===== src/rtl/cia_pkg.sv =====
// Shared types and constants for the complex integer ALU.
`timescale 1ns / 1ps
package cia_pkg;

  localparam int unsigned ResWidth = 33;

  typedef enum logic [2:0] {
    MODE_ADD   = 3'd0,
    MODE_SUB   = 3'd1,
    MODE_MUL   = 3'd2,
    MODE_DIV   = 3'd3,
    MODE_SCALE = 3'd4,
    MODE_INC   = 3'd5,
    MODE_EQ    = 3'd6
  } mode_e;

  typedef struct packed {
    logic                        valid;
    logic                        is_div;
    logic                        div_zero;
    logic                        is_equal;
    logic                        neg_r;
    logic                        neg_i;
    logic signed [ResWidth-1:0]  res_r;
    logic signed [ResWidth-1:0]  res_i;
  } side_t;

endpackage


===== src/rtl/cia_div_stage.sv =====
// One restoring division step for both quotients, registered.
`timescale 1ns / 1ps
module cia_div_stage import cia_pkg::*; #(
  parameter int unsigned OPERAND_WIDTH = 16,
  parameter int unsigned STEP = 0
) (
  input  logic                           clk_i,
  input  logic                           rst_ni,
  input  side_t                          side_i,
  input  logic [2*OPERAND_WIDTH-1:0]     den_i,
  input  logic [2*OPERAND_WIDTH-1:0]     num_r_i,
  input  logic [2*OPERAND_WIDTH-1:0]     num_i_i,
  input  logic [2*OPERAND_WIDTH-1:0]     rem_r_i,
  input  logic [2*OPERAND_WIDTH-1:0]     rem_i_i,
  input  logic [OPERAND_WIDTH:0]         quo_r_i,
  input  logic [OPERAND_WIDTH:0]         quo_i_i,
  output side_t                          side_o,
  output logic [2*OPERAND_WIDTH-1:0]     den_o,
  output logic [2*OPERAND_WIDTH-1:0]     num_r_o,
  output logic [2*OPERAND_WIDTH-1:0]     num_i_o,
  output logic [2*OPERAND_WIDTH-1:0]     rem_r_o,
  output logic [2*OPERAND_WIDTH-1:0]     rem_i_o,
  output logic [OPERAND_WIDTH:0]         quo_r_o,
  output logic [OPERAND_WIDTH:0]         quo_i_o
);

  localparam int unsigned NW  = 2 * OPERAND_WIDTH;
  localparam int unsigned QW  = OPERAND_WIDTH + 1;
  localparam int unsigned BIT = QW - 1 - STEP;

  logic [NW:0]   t_r, t_i, dx;
  logic          ge_r, ge_i;
  logic          valid_q;
  side_t         side_q;
  logic [NW-1:0] den_q, num_r_q, num_i_q, rem_r_q, rem_i_q;
  logic [QW-1:0] quo_r_q, quo_i_q;

  assign dx   = {1'b0, den_i};
  assign t_r  = {rem_r_i, num_r_i[BIT]};
  assign t_i  = {rem_i_i, num_i_i[BIT]};
  assign ge_r = t_r >= dx;
  assign ge_i = t_i >= dx;

  always_ff @(posedge clk_i or negedge rst_ni) begin
    if (!rst_ni) begin
      valid_q <= 1'b0;
    end else begin
      valid_q <= side_i.valid;
    end
  end

  always_ff @(posedge clk_i) begin
    side_q  <= side_i;
    den_q   <= den_i;
    num_r_q <= num_r_i;
    num_i_q <= num_i_i;
    rem_r_q <= ge_r ? NW'(t_r - dx) : NW'(t_r);
    rem_i_q <= ge_i ? NW'(t_i - dx) : NW'(t_i);
    quo_r_q <= {quo_r_i[QW-2:0], ge_r};
    quo_i_q <= {quo_i_i[QW-2:0], ge_i};
  end

  always_comb begin
    side_o       = side_q;
    side_o.valid = valid_q;
  end

  assign den_o   = den_q;
  assign num_r_o = num_r_q;
  assign num_i_o = num_i_q;
  assign rem_r_o = rem_r_q;
  assign rem_i_o = rem_i_q;
  assign quo_r_o = quo_r_q;
  assign quo_i_o = quo_i_q;

endmodule


===== config.mk =====
export PLATFORM = sky130hd
export DESIGN_NAME = cia_div_stage
export DESIGN_NICKNAME = d
export VERILOG_FILES = /design/src/rtl/cia_pkg.sv /design/src/rtl/cia_div_stage.sv
export SDC_FILE = /design/constraint.sdc
export NUM_CORES = 1
export LEC_CHECK = 0
export ABC_CLOCK_PERIOD_IN_PS = 1500
export BUFFER_PORTS_ARGS = -buffer_cell sky130_fd_sc_hd__buf_2
export CAP_MARGIN = 20
export CORE_AREA = 2 2 210 212
export CTS_CLUSTER_SIZE = 12
export DETAILED_ROUTE_END_ITERATION = 8
export DIE_AREA = 0 0 212 214
export GPL_TIMING_DRIVEN = 0
export PLACE_DENSITY_LB_ADDON = 0.25
export SLEW_MARGIN = 25
export SYNTH_ARGS = -nofsm -noshare
export SYNTH_HDL_FRONTEND = slang
export SYNTH_SLANG_ARGS = --single-unit

===== constraint.sdc =====
create_clock -name clk_i -period 1.5 [get_ports clk_i]
set_input_delay 0.15 -clock clk_i [delete_from_list [all_inputs] [get_ports clk_i]]
set_output_delay 0.15 -clock clk_i [all_outputs]
set_load 0.03 [all_outputs]

# Word-level counts from Yosys, hierarchy flattened
# Index checks and enable logic that the tools add are counted.
[word_totals]
output_inout_bits = 266
regBits = 266
input_bits = 268
elab_cells = 21
[op_classes]
n_addsub = 2
magnitude_cmp = 2
n_mux = 2
[ops]
columns = ["cell", "n"]
rows = [
  ["greater-or-equal comparator 33 x 32 -> 1 bit", 2],
  ["two-way mux 32 bit", 2],
  ["subtractor 32 bit", 2],
]

# Depth between registers and ports, before layout
[logic_depth]
depth_word = 2
mapped_depth = 14
mapped_depth_nobuf = 12

# Worst setup path before layout
# OpenSTA, ideal clock, no wires.
[synth_timing]
path_kind = "in2reg"
from = "input port den_i[18]"
to = "register rem_i_q[24], in the netlist rem_i_o[24]"
path_stages = 13
setup_slack_ns = -1.374
t_required_ns = 1.377
arrival_time_ns = 2.751
path_buffers = 2
setup_ns = 0.123
cell_sequence = "inv_1 > ha_1 > buf_2 > a21o_1 > a21o_1 > a21o_1 > a221oi_2 > o21ai_1 > a31oi_1 > a21oi_2 > a2111oi_4 > buf_6 > mux2_1"
[synth_between]
elab_chain_cells = 2
elab_cells_between_ends = 3
classes_between = "add/sub: 1; order compare: 1; mux: 1"
[synth_rtl]
columns = ["item", "line", "rtl"]
rows = [
  ["start: declaration", "cia_div_stage.sv:10", "input logic [2*OPERAND_WIDTH-1:0] den_i,"],
  ["subtractor 32 bit / greater-or-equal comparator 33 x 32 -> 1 bit (equally long branches)", "cia_div_stage.sv:58, cia_div_stage.sv:42", ""],
  ["two-way mux 32 bit *", "cia_div_stage.sv:58", "rem_i_q <= ge_i ? NW'(t_i - dx) : NW'(t_i);"],
  ["end signal: assignment", "cia_div_stage.sv:58", ""],
  ["end: declaration", "cia_div_stage.sv:35", "logic [NW-1:0] den_q, num_r_q, num_i_q, rem_r_q, rem_i_q;"],
]
# Mark *: on every way between the ends. The rest lies on a longest branch, timed or not.

# Worst setup path in the final report
[layout_timing]
from = "input port den_i[26]"
to = "register rem_i_q[6], in the netlist rem_i_o[6]"
[layout_between]
elab_chain_cells = 2
[layout_rtl]
columns = ["item", "line", "rtl"]
rows = [
  ["greater-or-equal comparator 33 x 32 -> 1 bit", "cia_div_stage.sv:42", "assign ge_i = t_i >= dx;"],
  ["two-way mux 32 bit", "cia_div_stage.sv:58", ""],
]
# Every way passes these cells.

==> run summary <==
Type of destination of the critical path: a flip-flop. With fillers left out, the area of the finished cells amounts to 18350 sq um. The checks that failed: hold timing, setup timing. The ratio of final minimum period to clock period came out at 150.5%. The die is 214 microns tall.

Max-cap check violation count: 0. The tools report the startpoint class of the critical path as an input pin. TritonCTS built the clock tree. The number of enable flip-flop cells after synthesis works out to 0. Setup repair after global routing could not meet its margin everywhere.

For this run, design rule violations remaining after detail routing come to 0. The worst hold path begins at num_i_i[16]. In the final layout, the share of cells above drive strength 1 is 46.07%.

Number of max-slew violations in the final report: 0. The clock input transition at the sequential cells of the worst setup and hold paths came out at 60 ps. The tools report the starting density of the core as 22.13%. The per-cell routed wire length was 17.62 microns; the die width was 212 microns.

For the finished layout, the period the worst path requires is 2258 ps. For the pre-CTS setup slack, the log shows -2136 ps. The die covers 45370 sq um. The worst hold path terminates at num_i_o[16]. 534 I/O pins were placed. The most used flip-flop cell after synthesis is dfxtp_1.

Cell count of the worst hold path: 1. The setup path with the least slack is of type in2reg. The register area share after synthesis was 56.16%. The number of iterations in the first detailed-routing pass is 5, and the routed wire length is 41530 microns. The transition time at the pin with the least slew margin is 550.6 ps. The flow ran to the end, but the final reports show violations. The power density of the placed cells is 1183 nW/um^2, and the count of fill cells added during filler insertion is 4078. The share of synthesized registers carrying an async set or reset came out at 0.3759%. The placeable core region came out at 42890 sq um. The number of DRC violations after detailed-routing iteration 0 came out at 416.

Setup violations remaining at the end of the flow were counted as 66. The tools report the weighted congestion reported at the end of routability-driven placement as 0.8335. The most common cell after layout, fill and taps aside is buf_2. After detailed routing, the number of vias per cell comes to 4.196.

For the initial antenna violation count, the log shows 8. After synthesis, the mean cell area works out to 10.85 sq um. For the number of global-route vias before repair, the log shows 10430. The final-report hold violation count was 5; the number of buffers added by the clock tree synthesis step was 30. The synthesized design spends more area on one cell type than any other, namely dfxtp_1. IR analysis of the VDD net gives a maximum drop of 0.0009865 V.

The first global-routing pass estimated 60210 microns of wire. The sequential cells in the finished layout cover a total of 5330 sq um. The clock net sink count was 266; the row count was 76. Global routing used 17.19% of the available tracks.

The library cells used most frequently in the layout, excluding fill and tap cells, are buf_2 (519), dfxtp_1 (265), dlygate4sd3_1 (263). The logs give 1 for the CTS H-tree depth and 442.9 MHz for the maximum clock frequency. The number of distinct library cells after synthesis is 56.

The share of the synthesized area in the top cell type works out to 55.89%. The worst-case headroom to the max-slew limit is 62.35%. Port buffering added 531 buffers. The area growth from synthesis to layout is 93.29%. The type of the worst min-delay path is in2reg.

The net count of the mapped netlist is 1209. The instance area at placement was 13220 sq um; the critical-path maximum fanout was 8. The longest clock path from root to sink contains 3 buffers. In the post-synthesis netlist, the biggest area contributors are dfxtp_1 (56%), ha_1 (8.4%), mux2_1 (3.2%), o21ai_0 (3.0%), xnor2_1 (2.9%).

The tools report the remaining global-route overflow as 0. Detailed routing inserted a total of 9891 vias. The detail route stage leaves a number of antenna-violating nets equal to 0.

For the final layout net count, the log shows 2084. The worst setup slack after layout is -757.8 ps, and the worst path arrival time is 2690 ps. The tree is rooted in a clkbuf_16. The warning count from the yosys run is 0, and the post-synthesis cell area is 9492 sq um.

Once detailed placement completed, the half-perimeter wirelength came to 29240 microns. Entering global routing, the biggest net connects 15 pins. The worst-case hold slack is -294.7 ps. The critical path required time is 1930 ps, and the register bit count reported by yosys is 266. The logs give 8.501 nW for the leakage component of the power and 4925 sq um for the area used by multi-input combinational logic. For the number of instances in the synthesized netlist, the log shows 875.
## registers in the layout, summed over array words and instances (netlist names)
signal   flops
quo_r_o     17
den_o       32
side_o      71
quo_i_o     17
rem_r_o     32
rem_i_o     32
num_i_o     32
num_r_o     32
valid_q      1
## metal layers
layer / GRT usage, % / wire length [microns]
met1: 19.31 / 16480
met2: 31.70 / 21070
met5: 0 / 7
met4: 6.103 / 1368
met3: 3.548 / 2603
## synth_stat cells, drive strengths merged, types with 4 or more instances
| cell type | n |
|---|---|
| a21o | 27 |
| a21oi | 55 |
| a31oi | 12 |
| and3 | 6 |
| buf | 5 |
| clkbuf | 21 |
| dfxtp | 265 |
| ha | 64 |
| inv | 49 |
| mux2 | 32 |
| nand2 | 64 |
| nand2b | 9 |
| nand3 | 13 |
| nand4 | 14 |
| nor2 | 30 |
| nor2b | 13 |
| nor3 | 6 |
| o211ai | 5 |
| o21ai | 61 |
| o21bai | 6 |
| o31a | 4 |
| or3 | 5 |
| xnor2 | 31 |
| xor2 | 28 |
## where the power goes
group	switching [mW]	leakage [nW]	internal, mW
logic	3.62	5.78	2.79
clock network	2.91	0.477	4.43
registers	0.187	2.25	7.76
total	6.72	8.50	15.0
## timing repair
item / CTS / global route
gates cloned: 2 / 2
buffers inserted: 34 / 26
endpoints found under the setup margin: 66 / 66
pin swaps: 30 / 61
endpoints found under the hold margin: 265 / 7
hold buffers: 261 / 2
gates resized for setup: 113 / 110
## how the worst max path moves through the flow
| stage | startpoint | endpoint | slack [ps] | cells after the start |
|---|---|---|---|---|
| 2_1_floorplan | rem_i_i[17] | rem_i_o[24] | -1160 | 12 |
| 3_3_place_gp | den_i[0] | rem_i_o[26] | -2130 | 12 |
| 3_5_place_dp | den_i[0] | rem_i_o[26] | -2140 | 12 |
| 4_1_cts | den_i[18] | rem_i_o[5] | -880 | 15 |
| 5_1_grt | den_i[26] | rem_i_o[6] | -850 | 13 |
| 6_report | den_i[26] | rem_i_o[6] | -760 | 13 |
## metrics by stage
stage	setup TNS [ps]	hold slack, ps	utilization [%]	power, mW	std cells
detailed placement	-115030	-72.57	30.82	13.01	1991
global route	-44380	-323.6	42.77	22.71	2355
CTS	-47480	-329.3	41.21	21.53	2329
floorplan	-62330	-145.6	-	11.29	875
finish	-37810	-294.7	42.78	21.70	2357
global placement	-115230	-74.47	30.82	13.01	1991
## area by class of cell
| class | count | share of cell area [%] |
|---|---|---|
| repair buffers | 855 | 32.29 |
| flip-flops and latches | 266 | 29.05 |
| clock inverters | 11 | 0.7911 |
| clock buffers | 38 | 4.590 |
| inverters | 49 | 1.303 |
| plain buffers | 14 | 1.071 |
| diodes | 5 | 0.06820 |
| well taps | 585 | 3.990 |
| multi-input cells | 534 | 26.84 |
## worst max-delay path, cell delays in order
cell,delay [ps]
buf_2,90
inv_1,70
ha_1,400
a21o_1,190
a21o_1,200
a21oi_1,210
o21ai_2,110
a31oi_4,190
a21oi_4,80
a2111oi_4,320
buf_12,210
buf_12,140
mux2_4,300
## cell families after synthesis
family / count (synthesis) / share of synthesized area (%)
flip-flops: 266 / 56.16
buffers and inverters: 75 / 3.256
AND/OR/NAND/NOR: 173 / 8.766
multiplexers: 34 / 4.007
adder cells (fa/ha/maj): 66 / 8.858
XOR/XNOR: 59 / 5.444
AO/OA/AOI/OAI: 202 / 13.51
(Power assumes the default switching activity.)
